**src/hdl/swd_pkg.sv**
```systemverilog
`default_nettype none
package swd_pkg;

  localparam int unsigned GapW = 20;
  localparam int unsigned DataW = 32;
  localparam logic [GapW-1:0] ResyncGapReset = 20'd10000;
  localparam logic [5:0] ResetOnesMin = 6'd50;
  localparam logic [5:0] OnesRunMax = 6'd63;
  localparam logic [5:0] OnesRunReset = 6'd6;
  localparam logic [5:0] DataParityCount = 6'd33;
  localparam logic [2:0] AckOk = 3'd1;

  typedef enum logic [15:0] {
    PH_START  = 16'h0001,
    PH_APNDP  = 16'h0002,
    PH_RNW    = 16'h0004,
    PH_A2     = 16'h0008,
    PH_A3     = 16'h0010,
    PH_PARITY = 16'h0020,
    PH_STOP   = 16'h0040,
    PH_PARK   = 16'h0080,
    PH_TRN    = 16'h0100,
    PH_ACK0   = 16'h0200,
    PH_ACK1   = 16'h0400,
    PH_ACK2   = 16'h0800,
    PH_ACKTRN = 16'h1000,
    PH_DATA   = 16'h2000,
    PH_RST    = 16'h4000,
    PH_ENDTRN = 16'h8000
  } phase_t;

  typedef enum logic [3:0] {
    MK_NONE  = 4'd0,
    MK_START = 4'd1,
    MK_ONE   = 4'd2,
    MK_ZERO  = 4'd3,
    MK_DOT   = 4'd4,
    MK_EDOT  = 4'd5,
    MK_STOP  = 4'd6,
    MK_TURN  = 4'd7,
    MK_RESET = 4'd8
  } marker_t;

  typedef struct packed {
    marker_t          marker;
    logic             frame_valid;
    logic [3:0]       frame_command;
    logic [2:0]       frame_ack;
    logic [DataW-1:0] frame_data;
  } result_t;

  function automatic marker_t bit_marker(input logic b);
    return b ? MK_ONE : MK_ZERO;
  endfunction

endpackage
`default_nettype wire

```
**src/hdl/swd_decode.sv**
```systemverilog
`default_nettype none
module swd_decode
  import swd_pkg::*;
(
  input  wire logic            clk,
  input  wire logic            rst_n,
  input  wire logic            step,
  input  wire logic            line_bit,
  input  wire logic [GapW-1:0] gap_ticks,
  input  wire logic [GapW-1:0] resync_gap,
  output result_t              result
);

  phase_t           phase_r, phase_nxt, phase_cur;
  logic [3:0]       cmd_r, cmd_nxt;
  logic [2:0]       ack_r, ack_nxt;
  logic [DataW-1:0] data_r, data_nxt;
  logic             par_r, par_nxt;
  logic [5:0]       cnt_r, cnt_nxt;
  logic [5:0]       ones_r, ones_nxt;

  always_comb begin
    phase_cur = (gap_ticks > resync_gap) ? PH_START : phase_r;
    phase_nxt = phase_cur;
    cmd_nxt   = cmd_r;
    ack_nxt   = ack_r;
    data_nxt  = data_r;
    par_nxt   = par_r;
    cnt_nxt   = cnt_r;
    result    = '0;
    result.marker = MK_NONE;
    unique case (phase_cur)
      PH_START: begin
        if (line_bit) begin
          phase_nxt = PH_APNDP;
          result.marker = MK_START;
        end
      end
      PH_APNDP: begin
        par_nxt = line_bit;
        cmd_nxt[3] = line_bit;
        result.marker = bit_marker(line_bit);
        phase_nxt = PH_RNW;
      end
      PH_RNW: begin
        par_nxt = par_r ^ line_bit;
        cmd_nxt[2] = line_bit;
        result.marker = bit_marker(line_bit);
        phase_nxt = PH_A2;
      end
      PH_A2: begin
        par_nxt = par_r ^ line_bit;
        cmd_nxt[0] = line_bit;
        result.marker = bit_marker(line_bit);
        phase_nxt = PH_A3;
      end
      PH_A3: begin
        par_nxt = par_r ^ line_bit;
        cmd_nxt[1] = line_bit;
        result.marker = bit_marker(line_bit);
        phase_nxt = PH_PARITY;
      end
      PH_PARITY: begin
        if (par_r == line_bit) begin
          result.marker = MK_DOT;
          phase_nxt = PH_STOP;
        end else begin
          result.marker = MK_EDOT;
          phase_nxt = PH_RST;
        end
      end
      PH_STOP: begin
        if (line_bit) begin
          result.marker = MK_EDOT;
          phase_nxt = PH_RST;
        end else begin
          result.marker = MK_STOP;
          phase_nxt = PH_PARK;
        end
      end
      PH_PARK: begin
        phase_nxt = line_bit ? PH_TRN : PH_RST;
      end
      PH_TRN: begin
        result.marker = MK_TURN;
        phase_nxt = PH_ACK0;
      end
      PH_ACK0: begin
        ack_nxt[0] = line_bit;
        result.marker = bit_marker(line_bit);
        phase_nxt = PH_ACK1;
      end
      PH_ACK1: begin
        ack_nxt[1] = line_bit;
        result.marker = bit_marker(line_bit);
        phase_nxt = PH_ACK2;
      end
      PH_ACK2: begin
        phase_nxt = cmd_r[2] ? PH_DATA : PH_ACKTRN;
        cnt_nxt = '0;
        par_nxt = 1'b0;
        ack_nxt[2] = line_bit;
        result.marker = bit_marker(line_bit);
        result.frame_valid = (ack_nxt != AckOk);
      end
      PH_ACKTRN: begin
        result.marker = MK_TURN;
        phase_nxt = PH_DATA;
      end
      PH_DATA: begin
        cnt_nxt = cnt_r + 6'd1;
        if (cnt_nxt == DataParityCount) begin
          phase_nxt = cmd_r[2] ? PH_ENDTRN : PH_START;
          result.marker = (par_r == line_bit) ? MK_DOT : MK_EDOT;
          result.frame_valid = 1'b1;
        end else begin
          data_nxt = {line_bit, data_r[DataW-1:1]};
          par_nxt = par_r ^ line_bit;
          result.marker = bit_marker(line_bit);
        end
      end
      PH_ENDTRN: begin
        result.marker = MK_TURN;
        phase_nxt = PH_START;
      end
      PH_RST: begin
        if (ones_r >= ResetOnesMin) begin
          result.marker = MK_RESET;
          if (!line_bit) begin
            phase_nxt = PH_START;
          end
        end
      end
      default: begin
        phase_nxt = PH_RST;
      end
    endcase

    if (line_bit) begin
      ones_nxt = (ones_r < OnesRunMax) ? ones_r + 6'd1 : ones_r;
    end else begin
      ones_nxt = '0;
    end

    if (result.frame_valid) begin
      result.frame_command = cmd_nxt;
      result.frame_ack     = ack_nxt;
      result.frame_data    = data_nxt;
    end
  end

  always_ff @(posedge clk) begin
    if (!rst_n) begin
      phase_r <= PH_RST;
      cmd_r   <= '0;
      ack_r   <= '0;
      data_r  <= '0;
      par_r   <= 1'b0;
      cnt_r   <= '0;
      ones_r  <= OnesRunReset;
    end else if (step) begin
      phase_r <= phase_nxt;
      cmd_r   <= cmd_nxt;
      ack_r   <= ack_nxt;
      data_r  <= data_nxt;
      par_r   <= par_nxt;
      cnt_r   <= cnt_nxt;
      ones_r  <= ones_nxt;
    end
  end

endmodule
`default_nettype wire

```
**src/hdl/swd_transaction_decoder.sv**
```systemverilog
// Serial-wire-debug transaction decoder.
// The input channel carries one item per SWCLK rising edge: the sampled
// SWDIO level and the tick count since the previous edge. The result
// channel returns exactly one item per input item: a marker code for that
// edge and, on the last ack bit of a failed ack or on the data parity bit,
// a transaction frame with command, ack and data word.
// The configuration channel writes the resync gap; it is always ready and
// should be written only while the block is idle.
// An accepted item lands in an input register, is decoded against the
// packet state in one pass, and is written to the output register when
// it is free; one item is taken every cycle unless the receiver stalls.
// When the receiver stalls, the output register holds its item; the input
// register still takes one more item, after which in_ready drops until the
// output drains.
// Synchronous reset empties both registers, returns the decoder to the
// line reset phase and loads the resync gap with its default of 10000.
`default_nettype none
module swd_transaction_decoder
  import swd_pkg::*;
(
  input  wire logic             clk,
  input  wire logic             rst_n,
  input  wire logic             in_valid,
  output logic                  in_ready,
  input  wire logic             in_line_bit,
  input  wire logic [GapW-1:0]  in_gap_ticks,
  output logic                  out_valid,
  input  wire logic             out_ready,
  output logic [3:0]            out_marker,
  output logic                  out_frame_valid,
  output logic [3:0]            out_frame_command,
  output logic [2:0]            out_frame_ack,
  output logic [DataW-1:0]      out_frame_data,
  input  wire logic             cfg_valid,
  output logic                  cfg_ready,
  input  wire logic [GapW-1:0]  cfg_data
);

  logic            s1_valid_r;
  logic            s1_bit_r;
  logic [GapW-1:0] s1_gap_r;
  logic [GapW-1:0] resync_gap_r;
  logic            out_valid_r;
  result_t         res_r;
  result_t         res;
  logic            advance;

  assign advance   = s1_valid_r && (!out_valid_r || out_ready);
  assign in_ready  = !s1_valid_r || advance;
  assign cfg_ready = 1'b1;

  swd_decode u_decode (
    .clk        (clk),
    .rst_n      (rst_n),
    .step       (advance),
    .line_bit   (s1_bit_r),
    .gap_ticks  (s1_gap_r),
    .resync_gap (resync_gap_r),
    .result     (res)
  );

  always_ff @(posedge clk) begin
    if (!rst_n) begin
      resync_gap_r <= ResyncGapReset;
    end else if (cfg_valid && cfg_ready) begin
      resync_gap_r <= cfg_data;
    end
  end

  always_ff @(posedge clk) begin
    if (!rst_n) begin
      s1_valid_r <= 1'b0;
    end else if (in_ready) begin
      s1_valid_r <= in_valid;
    end
  end

  always_ff @(posedge clk) begin
    if (in_valid && in_ready) begin
      s1_bit_r <= in_line_bit;
      s1_gap_r <= in_gap_ticks;
    end
  end

  always_ff @(posedge clk) begin
    if (!rst_n) begin
      out_valid_r <= 1'b0;
    end else if (!out_valid_r || out_ready) begin
      out_valid_r <= s1_valid_r;
    end
  end

  always_ff @(posedge clk) begin
    if (advance) begin
      res_r <= res;
    end
  end

  assign out_valid         = out_valid_r;
  assign out_marker        = res_r.marker;
  assign out_frame_valid   = res_r.frame_valid;
  assign out_frame_command = res_r.frame_command;
  assign out_frame_ack     = res_r.frame_ack;
  assign out_frame_data    = res_r.frame_data;

endmodule
`default_nettype wire

```
**config.mk**
```make
export PLATFORM = sky130hd
export DESIGN_NAME = swd_transaction_decoder
export DESIGN_NICKNAME = d
export VERILOG_FILES = /design/src/hdl/swd_pkg.sv /design/src/hdl/swd_decode.sv /design/src/hdl/swd_transaction_decoder.sv
export SDC_FILE = /design/constraint.sdc
export NUM_CORES = 1
export LEC_CHECK = 0
export BUFFER_PORTS_ARGS = -buffer_cell sky130_fd_sc_hd__clkbuf_2
export CAP_MARGIN = 30
export CELL_PAD_IN_SITES_DETAIL_PLACEMENT = 0
export CELL_PAD_IN_SITES_GLOBAL_PLACEMENT = 2
export CORE_MARGIN = 2
export CORE_UTILIZATION = 41
export CTS_BUF_LIST = sky130_fd_sc_hd__clkbuf_2 sky130_fd_sc_hd__clkbuf_4 sky130_fd_sc_hd__clkbuf_8
export DETAILED_ROUTE_END_ITERATION = 16
export HOLD_SLACK_MARGIN = 0.05
export PLACE_DENSITY_LB_ADDON = 0.1
export SYNTH_ARGS = -nofsm -noshare
export SYNTH_HDL_FRONTEND = slang
export SYNTH_SLANG_ARGS = --single-unit
```
**constraint.sdc**
```tcl
create_clock -name clk -period 5.4 [get_ports clk]
set_input_delay 0.27 -clock clk [delete_from_list [all_inputs] [get_ports clk]]
set_output_delay 0.27 -clock clk [all_outputs]
set_load 0.005 [all_outputs]
```
==> results.py <==
metrics = {
    "status": {
        "status": "completed",
    },
    "timing": {
        "max-slew-margin-rel": 0.292,
        "fin_skew_ns": 0.0168,
        "final_hold_viol_count": 0,
        "final_max_slew_viol_count": 0,
        "setup_viol": 0,
        "fmax_mhz": 278,
        "tightest_slew_ns": 1.06,
        "fin_setup_tns_ns": 0,
        "min_period_ns": 3.60,
        "rsz0062_at_grt": "false",
        "finalCritPeriodShare": 0.667,
    },
    "drt": {
        "dr.first_iter.drc_count": 407,
        "drt_pass1_iterations": 5,
        "vias": 5895,
        "drc": 0,
        "wl_per_cell_um": 15.9,
        "ant_nets": 0,
        "via_per_inst": 5.32,
        "drt_wl_total_um": 17700,
    },
    "setup_path": {
        "worst_r2r_endpoint": "out_frame_data[3]",
        "arrival_ns": 3.79,
        "path_buf_inv": 1,
        "worst_path_max_delay_cell": "and2_1",
        "crit_start": "s1_gap_r[15]",
        "required_ns": 5.59,
        "crit_path_start_kind": "register",
        "endpoint": "out_frame_data[3]",
        "cp_cell_sequence": "ha_1 -> nand4_1 -> nor4_1 -> o21ai_0 -> nand4_1 -> and2_1 -> or2_1 -> buf_4 -> nor2_1",
        "cp.depth": 9,
        "r2r_cells": 9,
        "reg2reg_slack_ns": 1.80,
        "cp_top_family": "simple AND/OR/NAND/NOR gates",
        "crit_type": "reg -> reg",
        "crit_fanout": 29,
        "crit_top_cell": "nand4_1",
        "r2r-start": "s1_gap_r[15]",
        "cp-end-kind": "register",
        "max_stage_delay_ns": 0.63,
    },
    "synth": {
        "synth_cells": 755,
        "synth_nets": 825,
        "ys_ff_latch": 155,
        "synth_cell_types": 69,
        "postSynthAreaPerCell_um2": 10.0,
        "yosysSeqAreaShare": 0.497,
        "yosys-top-cells-area": "edfxtp_1, dfxtp_1, mux2i_1",
        "yosysWarnings": 0,
        "synthArstFlopShare": 0,
        "yosysTopAreaCell": "edfxtp_1",
        "synth_common_cells": "nand2_1, dfxtp_1, mux2i_1",
        "yosys_most_used_dff": "dfxtp_1",
        "synthMostInstantiatedCell": "nand2_1",
        "synth_top_area_share": 0.258,
        "syn_area_um2": 7550,
        "synth-edff-count": 65,
    },
    "pwr": {
        "irDropWorstVdd_mv": 0.135,
        "leakage_uw": 0.00324,
        "powerDensity_nw_per_um2": 266,
    },
    "finish": {
        "final_area_um2": 8900,
        "nFillCells": 1714,
        "layout.nets": 936,
        "seq_area_um2": 3750,
        "area_growth_pct": 17.8,
        "multi_input_area_um2": 3410,
        "layout-drive-gt1-share": 0.187,
        "antennaDiodeCount": 0,
    },
    "placement": {
        "io_buffers": 91,
        "placed_area_um2": 8100,
        "finalWeightedCongestion": 0.817,
        "hpwl_um": 11900,
    },
    "die": {
        "io_pins": 93,
        "die_h_um": 140,
        "die_x_um": 140,
        "coreArea_um2": 18000,
        "fp-row-count": 49,
        "start_util": 0.419,
        "floorplan.die_area_um2": 19500,
    },
    "global_route": {
        "grt_max_degree": 56,
        "grt_first_pass_wirelength_um": 29400,
        "grt_overflow_total": 0,
        "grt_usage": 0.187,
        "first_global_vias": 5894,
        "antenna_found_initial": 0,
    },
    "clocking": {
        "cts_tree": "yes",
        "clkTransAtPathRegs_ns": 0.09,
        "numCtsBuffers": 17,
        "clk_latency_ns": 0.45,
        "cts.sinks": 155,
        "cts.path.max_buffers": 2,
        "cts_root_buffer": "clkbuf_8",
        "htreeDepth": 4,
    },
    "job": {
        "maxCapViolCount": 0,
    },
    "hold_path": {
        "min_from": "cfg_data[17]",
        "hold_path.class": "in -> reg",
    },
}
==> how the worst min path moves through the flow <==
stage	endpoint	depth (start not counted)	slack, ns
2_1_floorplan	s1_bit_r	0	0.37
3_3_place_gp	u_decode.data_r[0]	2	0.44
3_5_place_dp	s1_gap_r[14]	1	0.45
4_1_cts	resync_gap_r[17]	3	0.05
5_1_grt	resync_gap_r[15]	3	0.06
6_report	resync_gap_r[17]	3	0.08
==> registers in the layout, summed over array words and instances, names as in the netlist <==
| signal | count |
|---|---|
| out_frame_data | 32 |
| u_decode.data_r | 32 |
| resync_gap_r | 20 |
| s1_gap_r | 20 |
| u_decode.phase_r | 16 |
| u_decode.cnt_r | 6 |
| u_decode.ones_r | 6 |
| out_frame_command | 4 |
| out_marker | 4 |
| u_decode.cmd_r | 4 |
| out_frame_ack | 3 |
| u_decode.ack_r | 3 |
| out_frame_valid | 1 |
| out_valid | 1 |
| s1_bit_r | 1 |
| s1_valid_r | 1 |
| u_decode.par_r | 1 |
==> cell usage in the layout (no fill, tap or decap), types with 4 or more instances in the layout <==
cell type,n
nand2_1,93
clkbuf_2,91
dfxtp_1,90
mux2i_1,84
edfxtp_1,65
nor2_1,61
dlygate4sd3_1,38
a21oi_1,36
inv_1,35
o21ai_0,32
ha_1,24
nand3_1,20
nor3_1,19
nor2_2,19
clkbuf_8,17
nand4_1,15
nor4_1,9
buf_4,8
a21o_1,6
and2_1,6
nand2b_1,5
and3_1,5
o211ai_1,5
nor2b_1,4
xnor2_1,4
or3_1,4
xor2_1,4
nand4b_1,4
clkinv_1,4
o31ai_1,4
==> kinds of logic (layout without fill, tap and decap cells) <==
| group | after synthesis | in the layout | share of synthesized area |
|---|---|---|---|
| adder cells (fa/ha/maj) | 24 | 24 | 0.0398 |
| AND/OR/NAND/NOR | 287 | 287 | 0.195 |
| multiplexers | 84 | 84 | 0.111 |
| buffers and inverters | 83 | 207 | 0.0519 |
| flip-flops | 155 | 155 | 0.497 |
| AO/OA/AOI/OAI | 113 | 113 | 0.0953 |
| XOR/XNOR | 8 | 8 | 0.00928 |
| other | 1 | 1 | 0.000497 |
==> timing repair <==
action,4_1_cts,5_1_grt
hold buffers,38,0
gates resized for setup,0,0
hold endpoints to repair,38,0
buffers inserted,0,0
==> per-stage QoR <==
| stage | setup WS (ns) | power [uW] | util | cells | hold slack (ns) |
|---|---|---|---|---|---|
| 6_report | 1.80 | 2360 | 0.494 | 1108 | 0.0775 |
| 5_1_grt | 1.40 | 2470 | 0.494 | 1108 | 0.0622 |
| 4_1_cts | 1.73 | 2390 | 0.492 | 1107 | 0.0509 |
| 3_5_place_dp | 1.74 | 1500 | 0.449 | 1037 | 0.449 |
| 3_3_place_gp | 1.92 | 1490 | 0.449 | 1037 | 0.442 |
| 2_1_floorplan | 2.56 | 1420 | - | 755 | 0.369 |
==> metal layers <==
layer,track usage,share of wire,routed length [um],vias up
li1,-,-,-,2908
met1,0.248,0.47,8340,2829
met2,0.307,0.47,8380,143
met3,0.0451,0.042,744,15
met4,0.0489,0.010,183,0
met5,0,0,0,-
==> worst min-delay path: cells and delay by family <==
family,cells,cell delay [ns]
multiplexers,1,0.06
AND/OR/NAND/NOR,1,0.07
buffers and inverters,1,0.08
==> power by group <==
group          internal (uW)  total (uW)  switching [uW]
sequential              1260        1280            19.3
combinational           88.4         217             128
clock                    417         870             453
==> cell type report <==
cell class	instances	share of cell area
clock buffers	18	0.0271
repair buffers	138	0.104
clock inverters	14	0.0163
inverters	37	0.0156
multi-input cells	517	0.383
well taps	229	0.0322
flip-flops and latches	155	0.422
(Power assumes the default switching activity.)
